<file path="src/design/awbg_pkg.sv">
`default_nettype none

package awbg_pkg;

    // field widths
    localparam int RATIO_W  = 16;
    localparam int STATUS_W = 2;

    // fixed-point constants: ratio 512 is 1.0, gain 256 is unity
    localparam int RATIO_SHIFT = 9;
    localparam int GAIN_SHIFT  = 8;
    localparam logic [RATIO_W-1:0] UNITY_GAIN = 16'h0100;

    // first divide: (gold << 9) / meas
    localparam int Q1_W = RATIO_W + RATIO_SHIFT;
    // second divide: up to (ratio << 8) / ratio, or (256*512) / ratio
    localparam int Q2_W = RATIO_W + GAIN_SHIFT;
    localparam logic [Q2_W-1:0] GAIN_NUM = Q2_W'(1 << (GAIN_SHIFT + RATIO_SHIFT));

    // status codes
    localparam logic [STATUS_W-1:0] ST_OK         = 2'd0;
    localparam logic [STATUS_W-1:0] ST_ZERO_INPUT = 2'd1;
    localparam logic [STATUS_W-1:0] ST_ZERO_RATIO = 2'd2;

    // lanes of the second divider
    localparam int L_G_R  = 0;  // 131072 / r
    localparam int L_G_B  = 1;  // 131072 / b
    localparam int L_B_R  = 2;  // 256*b / r
    localparam int L_R_B  = 3;  // 256*r / b
    localparam int LANES2 = 4;

    localparam int SIDE2_W = STATUS_W + 2 * RATIO_W;

endpackage

`default_nettype wire

</file>
<file path="src/design/awbg_out.sv">
`default_nettype none

// Case selection, truncation and the output register.
module awbg_out
    import awbg_pkg::*;
(
    input  wire logic                clk,
    input  wire logic                rst_n,
    input  wire logic                adv,
    input  wire logic                in_vld,
    input  wire logic [Q2_W-1:0]     in_quo [LANES2],
    input  wire logic [SIDE2_W-1:0]  in_side,
    output logic                     out_vld,
    output logic [STATUS_W-1:0]      out_status,
    output logic [RATIO_W-1:0]       out_red,
    output logic [RATIO_W-1:0]       out_green,
    output logic [RATIO_W-1:0]       out_blue,
    output logic                     out_ovf
);

    logic                vld_reg;
    logic [STATUS_W-1:0] status_reg, status_next;
    logic [RATIO_W-1:0]  red_reg, red_next;
    logic [RATIO_W-1:0]  green_reg, green_next;
    logic [RATIO_W-1:0]  blue_reg, blue_next;
    logic                ovf_reg, ovf_next;

    logic [RATIO_W-1:0]  r_ratio;
    logic [RATIO_W-1:0]  b_ratio;
    logic                r_ge;
    logic                b_ge;
    logic                use_r;

    assign status_next = in_side[SIDE2_W-1 -: STATUS_W];
    assign r_ratio     = in_side[2*RATIO_W-1 -: RATIO_W];
    assign b_ratio     = in_side[RATIO_W-1:0];
    assign r_ge        = (r_ratio[RATIO_W-1:RATIO_SHIFT] != '0);
    assign b_ge        = (b_ratio[RATIO_W-1:RATIO_SHIFT] != '0);
    // divide by the smaller ratio; ties on truncated green go to red
    assign use_r = !r_ge && (b_ge ||
                   (in_quo[L_G_R][RATIO_W-1:0] >= in_quo[L_G_B][RATIO_W-1:0]));

    // gain selection
    always_comb
    begin
        red_next   = '0;
        green_next = '0;
        blue_next  = '0;
        ovf_next   = 1'b0;
        if (status_next == ST_OK)
        begin
            if (r_ge && b_ge)
            begin
                red_next   = {1'b0, r_ratio[RATIO_W-1:1]};
                green_next = UNITY_GAIN;
                blue_next  = {1'b0, b_ratio[RATIO_W-1:1]};
            end
            else if (use_r)
            begin
                red_next   = UNITY_GAIN;
                green_next = in_quo[L_G_R][RATIO_W-1:0];
                blue_next  = in_quo[L_B_R][RATIO_W-1:0];
                ovf_next   = (in_quo[L_G_R][Q2_W-1:RATIO_W] != '0) ||
                             (in_quo[L_B_R][Q2_W-1:RATIO_W] != '0);
            end
            else
            begin
                red_next   = in_quo[L_R_B][RATIO_W-1:0];
                green_next = in_quo[L_G_B][RATIO_W-1:0];
                blue_next  = UNITY_GAIN;
                ovf_next   = (in_quo[L_R_B][Q2_W-1:RATIO_W] != '0) ||
                             (in_quo[L_G_B][Q2_W-1:RATIO_W] != '0);
            end
        end
    end

    always_ff @(posedge clk or negedge rst_n)
    begin
        if (!rst_n)
        begin
            vld_reg <= 1'b0;
        end
        else if (adv)
        begin
            vld_reg <= in_vld;
        end
    end

    always_ff @(posedge clk)
    begin
        if (adv)
        begin
            status_reg <= status_next;
            red_reg    <= red_next;
            green_reg  <= green_next;
            blue_reg   <= blue_next;
            ovf_reg    <= ovf_next;
        end
    end

    assign out_vld    = vld_reg;
    assign out_status = status_reg;
    assign out_red    = red_reg;
    assign out_green  = green_reg;
    assign out_blue   = blue_reg;
    assign out_ovf    = ovf_reg;

endmodule

`default_nettype wire

</file>
<file path="config.mk">
export PLATFORM = sky130hd
export DESIGN_NAME = awbg_out
export DESIGN_NICKNAME = d
export VERILOG_FILES = /design/src/design/awbg_pkg.sv /design/src/design/awbg_out.sv
export SDC_FILE = /design/constraint.sdc
export NUM_CORES = 1
export LEC_CHECK = 0
export ABC_AREA = 1
export BUFFER_PORTS_ARGS = -buffer_cell sky130_fd_sc_hd__buf_2
export CAP_MARGIN = 0
export CORE_MARGIN = 5
export CORE_UTILIZATION = 46
export DETAILED_ROUTE_END_ITERATION = 8
export PLACE_DENSITY = 0.91
export SYNTH_ARGS = -nofsm -noshare
export SYNTH_HDL_FRONTEND = slang
export SYNTH_SLANG_ARGS = --single-unit
</file>
<file path="constraint.sdc">
create_clock -name clk -period 1.2 [get_ports clk]
set_input_delay 0.24 -clock clk [delete_from_list [all_inputs] [get_ports clk]]
set_output_delay 0.24 -clock clk [all_outputs]
set_load 0.05 [all_outputs]
</file>
==> impl_metrics.csv <==
group,metric,value,unit
floorplanning,pin_count,186,
status,violations,"negative setup slack",
cts,worstSkewPairLatency,300,ps
sta,rsz0062_at_grt,"yes",
floorplanning,dieHeight,89.63,um
sta,setup_viol,49,
sta,fin_skew,0,ps
synthesis,synthDominantCellAreaShare,0.5251,
sta,finalHoldViolCount,0,
critical_path,crit_arrival,1680,ps
placement,io_buffers,183,
grt,antenna_found_initial,0,
cts,cts.htree.levels,2,
critical_path,crit_buf_inv,3,
cts,cts_tree,"done",
synthesis,ys_seq_area_frac,0.5337,
power_and_ir_drop,p_leak,2.359,nW
critical_path,critical_path.max_stage_delay,250,ps
finish,nets,694,
floorplanning,rows,29,
critical_path,crit_family,"simple AND/OR/NAND/NOR gates",
detailed_routing,routed_wl,10.64,mm
detailed_routing,post_drt_via_cell_ratio,5.127,
critical_path,critPathKind,"input port to register",
critical_path,critPathCaptureType,"register",
critical_path,endpoint,"out_blue[14]",
grt,grt_usage,0.2392,
finish,layout_common_cells,"167 x buf_2, 51 x edfxtp_1, 50 x nand2_1, 38 x buf_4, 37 x nand2_2",
critical_path,crit_cells,13,
critical_path,reg2reg_from,"out_vld",
synthesis,ys_ff_latch,52,
cts,clk_pin_slew,100,ps
critical_path,cpMaxStageDelayCell,"ha_4",
sta,period_share,1.337,
grt,grt_pass1_wl,14.58,mm
critical_path,crit_required,1280,ps
power_and_ir_drop,p_total,4.480,mW
sta,fin_ws,-404.7,ps
cts,root_buffer,"clkbuf_8",
cts,cts_buffers,5,
placement,hpwl,7.584,mm
cts,clockBufferDepth,2,
floorplanning,start_util,0.4673,
critical_path,rr_worst_depth,1,
synthesis,synth_cells,317,
grt,first_global_vias,3116,
critical_path,r2r_slack,450,ps
critical_path,critPathLaunch,"in_quo[79]",
synthesis,synthDistinctLibCells,31,
worst_hold_path,hold_class,"input port to register",
finish,antennaDiodeCount,0,
detailed_routing,avgRoutedWirePerCell,17.10,um
sta,drv_slew,0,
finish,layout_commonest_cell,"buf_2",
critical_path,path_common_cell,"nand2_1",
detailed_routing,drt_pass1_iterations,5,
sta,period_needed,1605,ps
finish,utilization,0.7941,
sta,setup-tns-final,-16440,ps
power_and_ir_drop,powerDensity,903.9,mW/mm^2
floorplanning,core,0.006241,mm^2
sta,fmax,623.2,MHz
detailed_routing,drt_iter0_drc,112,
sta,worstMarginPinSlew,345.2,ps
synthesis,synth_nets,467,
synthesis,ys_warn_count,0,
detailed_routing,vias,3189,
power_and_ir_drop,ir_drop,0.6569,mV
detailed_routing,drtAntennaViolNets,0,
placement,place_congestion,0.8591,
placement,place_ws,-759.0,ps
floorplanning,die_area,0.008033,mm^2
critical_path,crit_chain,"buf_2 -> ha_4 -> a21oi_1 -> o21a_1 -> nand2_1 -> nand2_1 -> nand2_2 -> nand2_4 -> nor2_4 -> buf_12 -> clkbuf_16 -> nand2_2 -> nand2_1",
sta,slew_headroom,0.7674,
critical_path,start_kind,"input port",
floorplanning,die_w,89.63,um
finish,fillers,411,
synthesis,netlist_top_cells_area,"edfxtp_1 53%, nand2_1 12%, ha_1 6.9%",
job,drv_cap,0,
synthesis,synth_largest_area_cell,"edfxtp_1",
finish,drive_gt1_frac,0.6275,
grt,overflow,0,
critical_path,critPathMaxFanout,8,
grt,grt_max_degree,36,
detailed_routing,drc,0,
cts,cts.sinks,52,
synthesis,avgSynthCellArea,9.200,um^2
critical_path,worst_r2r_endpoint,"out_vld",
finish,syn_to_final_growth,69.93,%
synthesis,syn_area,0.002917,mm^2
status,outcome,"finished with violations",
==> how the worst min path moves through the flow <==
stage | start | end | slack (ps) | cells after the start
after floorplan | rst_n | out_vld | -60 | 0
after global placement | rst_n | out_vld | 10 | 1
after detailed placement | rst_n | out_vld | 20 | 1
after CTS | in_side[32] | out_status[0] | 120 | 1
after global routing | in_side[32] | out_status[0] | 110 | 1
final | in_side[32] | out_status[0] | 120 | 1
==> synthesized netlist by cell type (all sizes together) <==
cell / n
nand2: 94
edfxtp: 51
inv: 32
nor2: 32
nand3: 26
ha: 16
o21ai: 16
nor3: 14
buf: 8
nor4: 8
a21oi: 6
clkbuf: 4
nand4: 3
a22oi: 1
and3: 1
dfrtp: 1
mux2: 1
nand3b: 1
o21a: 1
o21bai: 1
==> final cells by class <==
type                       instances  area [um^2]  share of cell area
multi-input combinational        221         1569              0.3166
tap                               77        96.34             0.01944
timing repair inverter             1        8.758            0.001767
inverter                          32        155.1             0.03131
timing repair buffer             231         1481              0.2989
sequential                        52         1556              0.3141
clock inverter                     2        16.27            0.003282
clock buffer                       6        72.57             0.01464
==> timing repair <==
item                       in CTS  in global routing
gates cloned                    2                  1
hold endpoints to repair        1                  0
hold buffers                    1                  0
buffers inserted                2                  4
gates resized for setup        62                 59
setup endpoints to repair      49                 52
pin swaps                      15                 17
==> power breakdown <==
group / internal (mW) / switching, mW
Sequential: 2.12 / 0.0332
Combinational: 0.482 / 0.832
Clock: 0.417 / 0.600
==> sequential cells by signal, summed over array words and instances, names as in the netlist <==
| name | cells |
|---|---|
| out_status | 2 |
| out_blue | 16 |
| out_ovf | 1 |
| out_vld | 1 |
| out_red | 16 |
| out_green | 16 |
==> per-stage QoR <==
step                instances  instance area [um^2]  hold WS (ps)
finish                    622                  4956         119.3
global route              622                  4956         110.9
CTS                       618                  4717         117.5
detailed placement        605                  4333         16.24
global placement          605                  4333         14.10
floorplan                 317                  3073        -55.59
==> logic make-up (layout without fill, tap and decap cells) <==
group | Yosys count | count (layout) | synth area share
AOI/OAI and AO/OA | 25 | 25 | 0.04934
adders and majority gates | 16 | 16 | 0.06864
buffers and inverters | 44 | 272 | 0.07164
DFF | 52 | 52 | 0.5337
muxes | 1 | 1 | 0.003861
and+or+nand+nor | 179 | 179 | 0.2728
==> metal layers <==
layer / GRT usage / wire length, um / up-vias
li1: - / - / 1528
met5: 0 / 0 / -
met1: 0.2541 / 3675 / 1490
met2: 0.4787 / 5945 / 154
met3: 0.03832 / 839 / 17
met4: 0.06495 / 176 / 0
Note: power is estimated with default switching activity, not from simulation.
