$ cat src/design/awbg_pkg.sv
`default_nettype none

package awbg_pkg;

    // field widths
    localparam int RATIO_W  = 16;
    localparam int STATUS_W = 2;

    // fixed-point constants: ratio 512 is 1.0, gain 256 is unity
    localparam int RATIO_SHIFT = 9;
    localparam int GAIN_SHIFT  = 8;
    localparam logic [RATIO_W-1:0] UNITY_GAIN = 16'h0100;

    // first divide: (gold << 9) / meas
    localparam int Q1_W = RATIO_W + RATIO_SHIFT;
    // second divide: up to (ratio << 8) / ratio, or (256*512) / ratio
    localparam int Q2_W = RATIO_W + GAIN_SHIFT;
    localparam logic [Q2_W-1:0] GAIN_NUM = Q2_W'(1 << (GAIN_SHIFT + RATIO_SHIFT));

    // status codes
    localparam logic [STATUS_W-1:0] ST_OK         = 2'd0;
    localparam logic [STATUS_W-1:0] ST_ZERO_INPUT = 2'd1;
    localparam logic [STATUS_W-1:0] ST_ZERO_RATIO = 2'd2;

    // lanes of the second divider
    localparam int L_G_R  = 0;  // 131072 / r
    localparam int L_G_B  = 1;  // 131072 / b
    localparam int L_B_R  = 2;  // 256*b / r
    localparam int L_R_B  = 3;  // 256*r / b
    localparam int LANES2 = 4;

    localparam int SIDE2_W = STATUS_W + 2 * RATIO_W;

endpackage

`default_nettype wire

$ cat src/design/awbg_div.sv
`default_nettype none

// Restoring divider, one quotient bit per pipeline stage, several lanes
// sharing one valid and one sideband word.
module awbg_div
    import awbg_pkg::*;
#(
    parameter int NUM_W  = 25,
    parameter int DEN_W  = 16,
    parameter int LANES  = 2,
    parameter int SIDE_W = 1
)
(
    input  wire logic              clk,
    input  wire logic              rst_n,
    input  wire logic              adv,
    input  wire logic              in_vld,
    input  wire logic [NUM_W-1:0]  in_num  [LANES],
    input  wire logic [DEN_W-1:0]  in_den  [LANES],
    input  wire logic [SIDE_W-1:0] in_side,
    output logic                   out_vld,
    output logic [NUM_W-1:0]       out_quo [LANES],
    output logic [SIDE_W-1:0]      out_side
);

    logic [NUM_W-1:0]  vld_reg;
    logic [NUM_W-1:0]  num_reg  [NUM_W][LANES];
    logic [NUM_W-1:0]  num_next [NUM_W][LANES];
    logic [DEN_W-1:0]  rem_reg  [NUM_W][LANES];
    logic [DEN_W-1:0]  rem_next [NUM_W][LANES];
    logic [NUM_W-1:0]  quo_reg  [NUM_W][LANES];
    logic [NUM_W-1:0]  quo_next [NUM_W][LANES];
    logic [DEN_W-1:0]  den_reg  [NUM_W][LANES];
    logic [DEN_W-1:0]  den_next [NUM_W][LANES];
    logic [SIDE_W-1:0] side_reg [NUM_W];
    logic [SIDE_W-1:0] side_next[NUM_W];
    logic [NUM_W-1:0]  vld_next;

    // one trial subtract per stage and lane
    always_comb
    begin
        logic [NUM_W-1:0] n_src;
        logic [DEN_W-1:0] r_src;
        logic [NUM_W-1:0] q_src;
        logic [DEN_W-1:0] d_src;
        logic [DEN_W:0]   trial;
        logic [DEN_W:0]   diff;
        logic             qbit;
        for (int s = 0; s < NUM_W; s++)
        begin
            if (s == 0)
            begin
                vld_next[s]  = in_vld;
                side_next[s] = in_side;
            end
            else
            begin
                vld_next[s]  = vld_reg[s-1];
                side_next[s] = side_reg[s-1];
            end
            for (int l = 0; l < LANES; l++)
            begin
                if (s == 0)
                begin
                    n_src = in_num[l];
                    r_src = '0;
                    q_src = '0;
                    d_src = in_den[l];
                end
                else
                begin
                    n_src = num_reg[s-1][l];
                    r_src = rem_reg[s-1][l];
                    q_src = quo_reg[s-1][l];
                    d_src = den_reg[s-1][l];
                end
                trial = {r_src, n_src[NUM_W-1]};
                diff  = trial - {1'b0, d_src};
                qbit  = (trial >= {1'b0, d_src});
                rem_next[s][l] = qbit ? diff[DEN_W-1:0] : trial[DEN_W-1:0];
                num_next[s][l] = {n_src[NUM_W-2:0], 1'b0};
                quo_next[s][l] = {q_src[NUM_W-2:0], qbit};
                den_next[s][l] = d_src;
            end
        end
    end

    // valid bits
    always_ff @(posedge clk or negedge rst_n)
    begin
        if (!rst_n)
        begin
            vld_reg <= '0;
        end
        else if (adv)
        begin
            vld_reg <= vld_next;
        end
    end

    // stage payload
    always_ff @(posedge clk)
    begin
        if (adv)
        begin
            side_reg <= side_next;
            num_reg  <= num_next;
            rem_reg  <= rem_next;
            quo_reg  <= quo_next;
            den_reg  <= den_next;
        end
    end

    assign out_vld  = vld_reg[NUM_W-1];
    assign out_quo  = quo_reg[NUM_W-1];
    assign out_side = side_reg[NUM_W-1];

endmodule

`default_nettype wire

$ cat config.mk
export PLATFORM = sky130hd
export DESIGN_NAME = awbg_div
export DESIGN_NICKNAME = d
export VERILOG_FILES = /design/src/design/awbg_pkg.sv /design/src/design/awbg_div.sv
export SDC_FILE = /design/constraint.sdc
export NUM_CORES = 2
export LEC_CHECK = 0
export BUFFER_PORTS_ARGS = -buffer_cell sky130_fd_sc_hd__buf_4
export CORE_MARGIN = 2
export CORE_UTILIZATION = 55
export DETAILED_ROUTE_END_ITERATION = 16
export GPL_ROUTABILITY_DRIVEN = 1
export GPL_TIMING_DRIVEN = 1
export PLACE_DENSITY = 0.71
export SETUP_SLACK_MARGIN = 0.1
export SLEW_MARGIN = 20
export SYNTH_ARGS = -nofsm -noshare
export SYNTH_HDL_FRONTEND = slang
export SYNTH_SLANG_ARGS = --single-unit
$ cat constraint.sdc
create_clock -name clk -period 3.4 [get_ports clk]
set_input_delay 0 -clock clk [delete_from_list [all_inputs] [get_ports clk]]
set_output_delay 0 -clock clk [all_outputs]
set_load 0.005 [all_outputs]
==> key figures <==
Detailed routing
  • Number of remaining DRC errors: 0
  • Via Count: 76330
  • DR vias/cell: around 5.5
  • Detailed Routing Iterations Pass 1: 6
  • Detail Route Antenna Nets: 0
  • Drt wl/cell: roughly 18 microns
  • Routed wire length: 253300 microns
  • Starting DRC count in detailed routing: between 4000 and 5000

Cells and area
  • Final nets: between 10000 and 15000
  • Design Area, Final: 149000 sq um
  • Fraction of final layout cells with drive strength greater than 1: 10.84%
  • Share of the core filled with cells: between 60% and 70%
  • Layout overhead on the synthesized area: 14.17%

Setup path
  • Critical path buffers and inverters: 1
  • Crit-path max cell delay: about 0.43 ns
  • Worst flop-to-flop path startpoint: den_next[736]$_DFFE_PP_
  • Delay-heaviest family, CP: compound AO/OA/AOI/OAI gates
  • Max Fanout on Critical Path: 3
  • Source of the critical timing path: den_next[736]$_DFFE_PP_
  • Critical Path Start Type: flip-flop
  • Kind of capture point of the worst setup path: flip-flop
  • CP required: about 4.1 ns
  • Setup CP Type: reg2reg
  • Data arrival, critical path: about 3.9 ns
  • Worst path cell trace: ha_1, fa_1, nor2b_1, o31a_1, nor4_1, o311ai_0, buf_4, and4_1, o22ai_1, xor2_1, o21ai_0
  • Cell type of the slowest stage on the worst timing path: sky130_fd_sc_hd__fa_1

Global routing
  • Largest net degree at the start of global routing: about 110
  • First-pass GRT wire length: 403400 microns
  • Initial antenna violation count: 2
  • Final global-route overflow total: 0
  • Vias in the first global route: 77000
  • Total Routing Usage GR: between 20% and 30%

Clocking
  • Count of clock tree sinks: approximately 2800
  • Root Buffer Master: sky130_fd_sc_hd__clkbuf_16
  • Cts bufs inserted: ~320
  • Clock edge transition at the registers on the reported setup and hold paths: about 0.060 ns
  • Clk buf depth: 4
  • Clock network latency to the later pin of the worst-skew pair: 0.93 ns
  • H-Tree Level Count: 5
  • Clock tree from TritonCTS: yes

Die
  • Height of the die: slightly below 500 microns
  • Top-level I/O count: roughly 140
  • Area enclosed by the die boundary: 241200 sq um
  • Die Span X: 491.1 microns
  • Placeable core region: 235600 sq um
  • Starting density of the core: 55.38%
  • Row Count: 178

Place
  • Final weighted congestion of routability-driven global placement: 0.9223
  • Setup Slack @ Placement: ~0.11 ns
  • Post-Place Cell Area: approximately 140000 sq um
  • Placed wire-length estimate after detailed placement: 180700 microns
  • Quantity of I/O buffers inserted on ports: 138

Yosys
  • Count of unique library cells instantiated by Yosys: 93
  • Cell types with the highest counts after synthesis: sky130_fd_sc_hd__edfxtp_1, sky130_fd_sc_hd__inv_1, sky130_fd_sc_hd__ha_1
  • EDFF count, synth: roughly 2800
  • Dominant synthesized flop cell: sky130_fd_sc_hd__edfxtp_1
  • Most numerous cell in the Yosys netlist: sky130_fd_sc_hd__edfxtp_1
  • Post-synth top area share: around two thirds
  • Netlist Area Pre-Place: 130500 sq um
  • Mean Syn Cell Area: approximately 13 sq um
  • Number of warnings issued by yosys: 0
  • Largest area contributor in the synthesized netlist: sky130_fd_sc_hd__edfxtp_1
  • Synth Net Count: around 11000
  • Asr flop ratio synth: less than 1%
  • Sequential fraction of the synthesis area: 65.17%
  • Synthesis-stage register bit count: ~2800
  • Synth area leaders: sky130_fd_sc_hd__edfxtp_1, sky130_fd_sc_hd__ha_1, sky130_fd_sc_hd__inv_1
  • Instance count of the mapped netlist: about 9700

Power
  • Power per Cell Area: 901.4 nW/um^2
  • Lkg Pwr: between 50 and 60 nW
  • Worst-case vdd ir drop: roughly 0.50 mV

Timing
  • Crit path setup slack, layout: ~0.2 ns
  • Final Skew: just over 0.06 ns
  • Number of max-slew violations in the final report: 0
  • Relative slew slack: a little over a third
  • Final TNS setup: 0 ns
  • Unrepaired setup endpoints after global routing: yes
  • Max Freq: approximately 310 MHz
  • Final clock period utilization by the worst path: a little over nine tenths
  • Count of endpoints failing hold in the final timing report: 0
  • Minimum clock period after layout: between 3 and 4 ns
  • # setup viols final: 0
  • Actual slew at the worst max-slew pin: between 0.9 and 1 ns

Run status
  • Outcome: finished clean

Hold path
  • Class of the tightest hold or removal check: in2reg
  • Origin of the worst min-delay path: in_den[0]

Flow run
  • Max-capacitance violation count: 0
-- final cells by class --
| cell class | instances | area, sq um |
|---|---|---|
| antenna | 3 | 7.507 |
| clock buffer | 381 | 8247 |
| clock inverter | 167 | 1864 |
| fill | 17500 | 86650 |
| inverter | 988 | 3709 |
| multi-input combinational | 5751 | 41230 |
| sequential | 2836 | 85040 |
| tap | 3150 | 3941 |
| timing repair buffer | 531 | 4938 |
-- logic make-up (layout without fill, tap and decap cells) --
| family | after synthesis | after routing | synth area share (%) |
|---|---|---|---|
| multiplexers | 317 | 317 | 2.681 |
| adder cells (fa/ha/maj) | 818 | 818 | 8.108 |
| AO/OA/AOI/OAI | 2180 | 2180 | 10.37 |
| other | 0 | 3 | 0 |
| buffers and inverters | 1148 | 2067 | 3.361 |
| XOR/XNOR | 508 | 508 | 3.410 |
| AND/OR/NAND/NOR | 1928 | 1928 | 6.908 |
| flip-flops | 2836 | 2836 | 65.17 |
-- repair_timing --
item / 4_1_cts / 5_1_grt
endpoints found under the setup margin: 2 / 56
gates resized for setup: 1 / 9
buffers inserted: 0 / 1
hold buffers: 172 / 1
pin swaps: 0 / 2
cloned: 0 / 0
endpoints found under the hold margin: 569 / 25
-- per-stage QoR --
| step | total power [W] | hold slack [ns] | std cells |
|---|---|---|---|
| final | 0.1343 | 0.06778 | 13810 |
| after global routing | 0.1427 | 0.05285 | 13810 |
| after CTS | 0.1349 | 0.007834 | 13800 |
| after detailed placement | 0.1008 | -0.08232 | 13080 |
| after global placement | 0.09961 | -0.09281 | 13080 |
| after floorplan | 0.08725 | -0.2956 | 9735 |
-- cell usage in the layout (no fill, tap or decap), drive strengths merged, types with 103 or more instances in the layout --
| master | n |
|---|---|
| a21o | 188 |
| a21oi | 619 |
| buf | 359 |
| clkbuf | 381 |
| dlygate4sd3 | 172 |
| edfxtp | 2811 |
| ha | 772 |
| inv | 998 |
| mux2 | 257 |
| nand2 | 663 |
| nand3 | 132 |
| nand4 | 103 |
| nor2 | 477 |
| nor2b | 161 |
| nor3 | 104 |
| o21a | 139 |
| o21ai | 672 |
| xnor2 | 256 |
| xor2 | 252 |
-- report_power, final --
part	switching (W)	total (W)	internal (W)
Sequential	0.00403	0.0527	0.0486
Combinational	0.0270	0.0483	0.0214
Clock	0.0132	0.0333	0.0201
-- worst reg2reg max path: stages (launching register included) --
cell                       delay, ns
sky130_fd_sc_hd__edfxtp_1       0.41
sky130_fd_sc_hd__ha_1           0.24
sky130_fd_sc_hd__fa_1           0.43
sky130_fd_sc_hd__nor2b_1        0.19
sky130_fd_sc_hd__o31a_1         0.19
sky130_fd_sc_hd__nor4_1         0.08
sky130_fd_sc_hd__o311ai_0       0.38
sky130_fd_sc_hd__buf_4          0.20
sky130_fd_sc_hd__and4_1         0.20
sky130_fd_sc_hd__o22ai_1        0.08
sky130_fd_sc_hd__xor2_1         0.14
sky130_fd_sc_hd__o21ai_0        0.41
-- final timing paths --
path	endpoint	slack, ns	cells past startpoint
max	rem_reg[750]$_DFFE_PP_	0.20	11
min	rem_reg[768]$_DFFE_PP_	0.07	4
max reg2reg	rem_reg[750]$_DFFE_PP_	0.20	11
min reg2reg	side_next[12]$_DFFE_PP_	0.39	0
max in group asynchronous	vld_reg[23]$_DFFE_PN0P_	2.78	4
min in group asynchronous	vld_reg[2]$_DFFE_PN0P_	0.23	4
-- metal layers --
layer,part of all wire (%),vias up,wire length (microns),track usage (%)
li1,-,37440,-,-
met1,41,36920,104100,24.84
met2,52,1397,131500,37.74
met3,3.0,578,7666,2.658
met4,3.9,0,9990,8.114
met5,0,-,0,0
(Power assumes the default switching activity.)
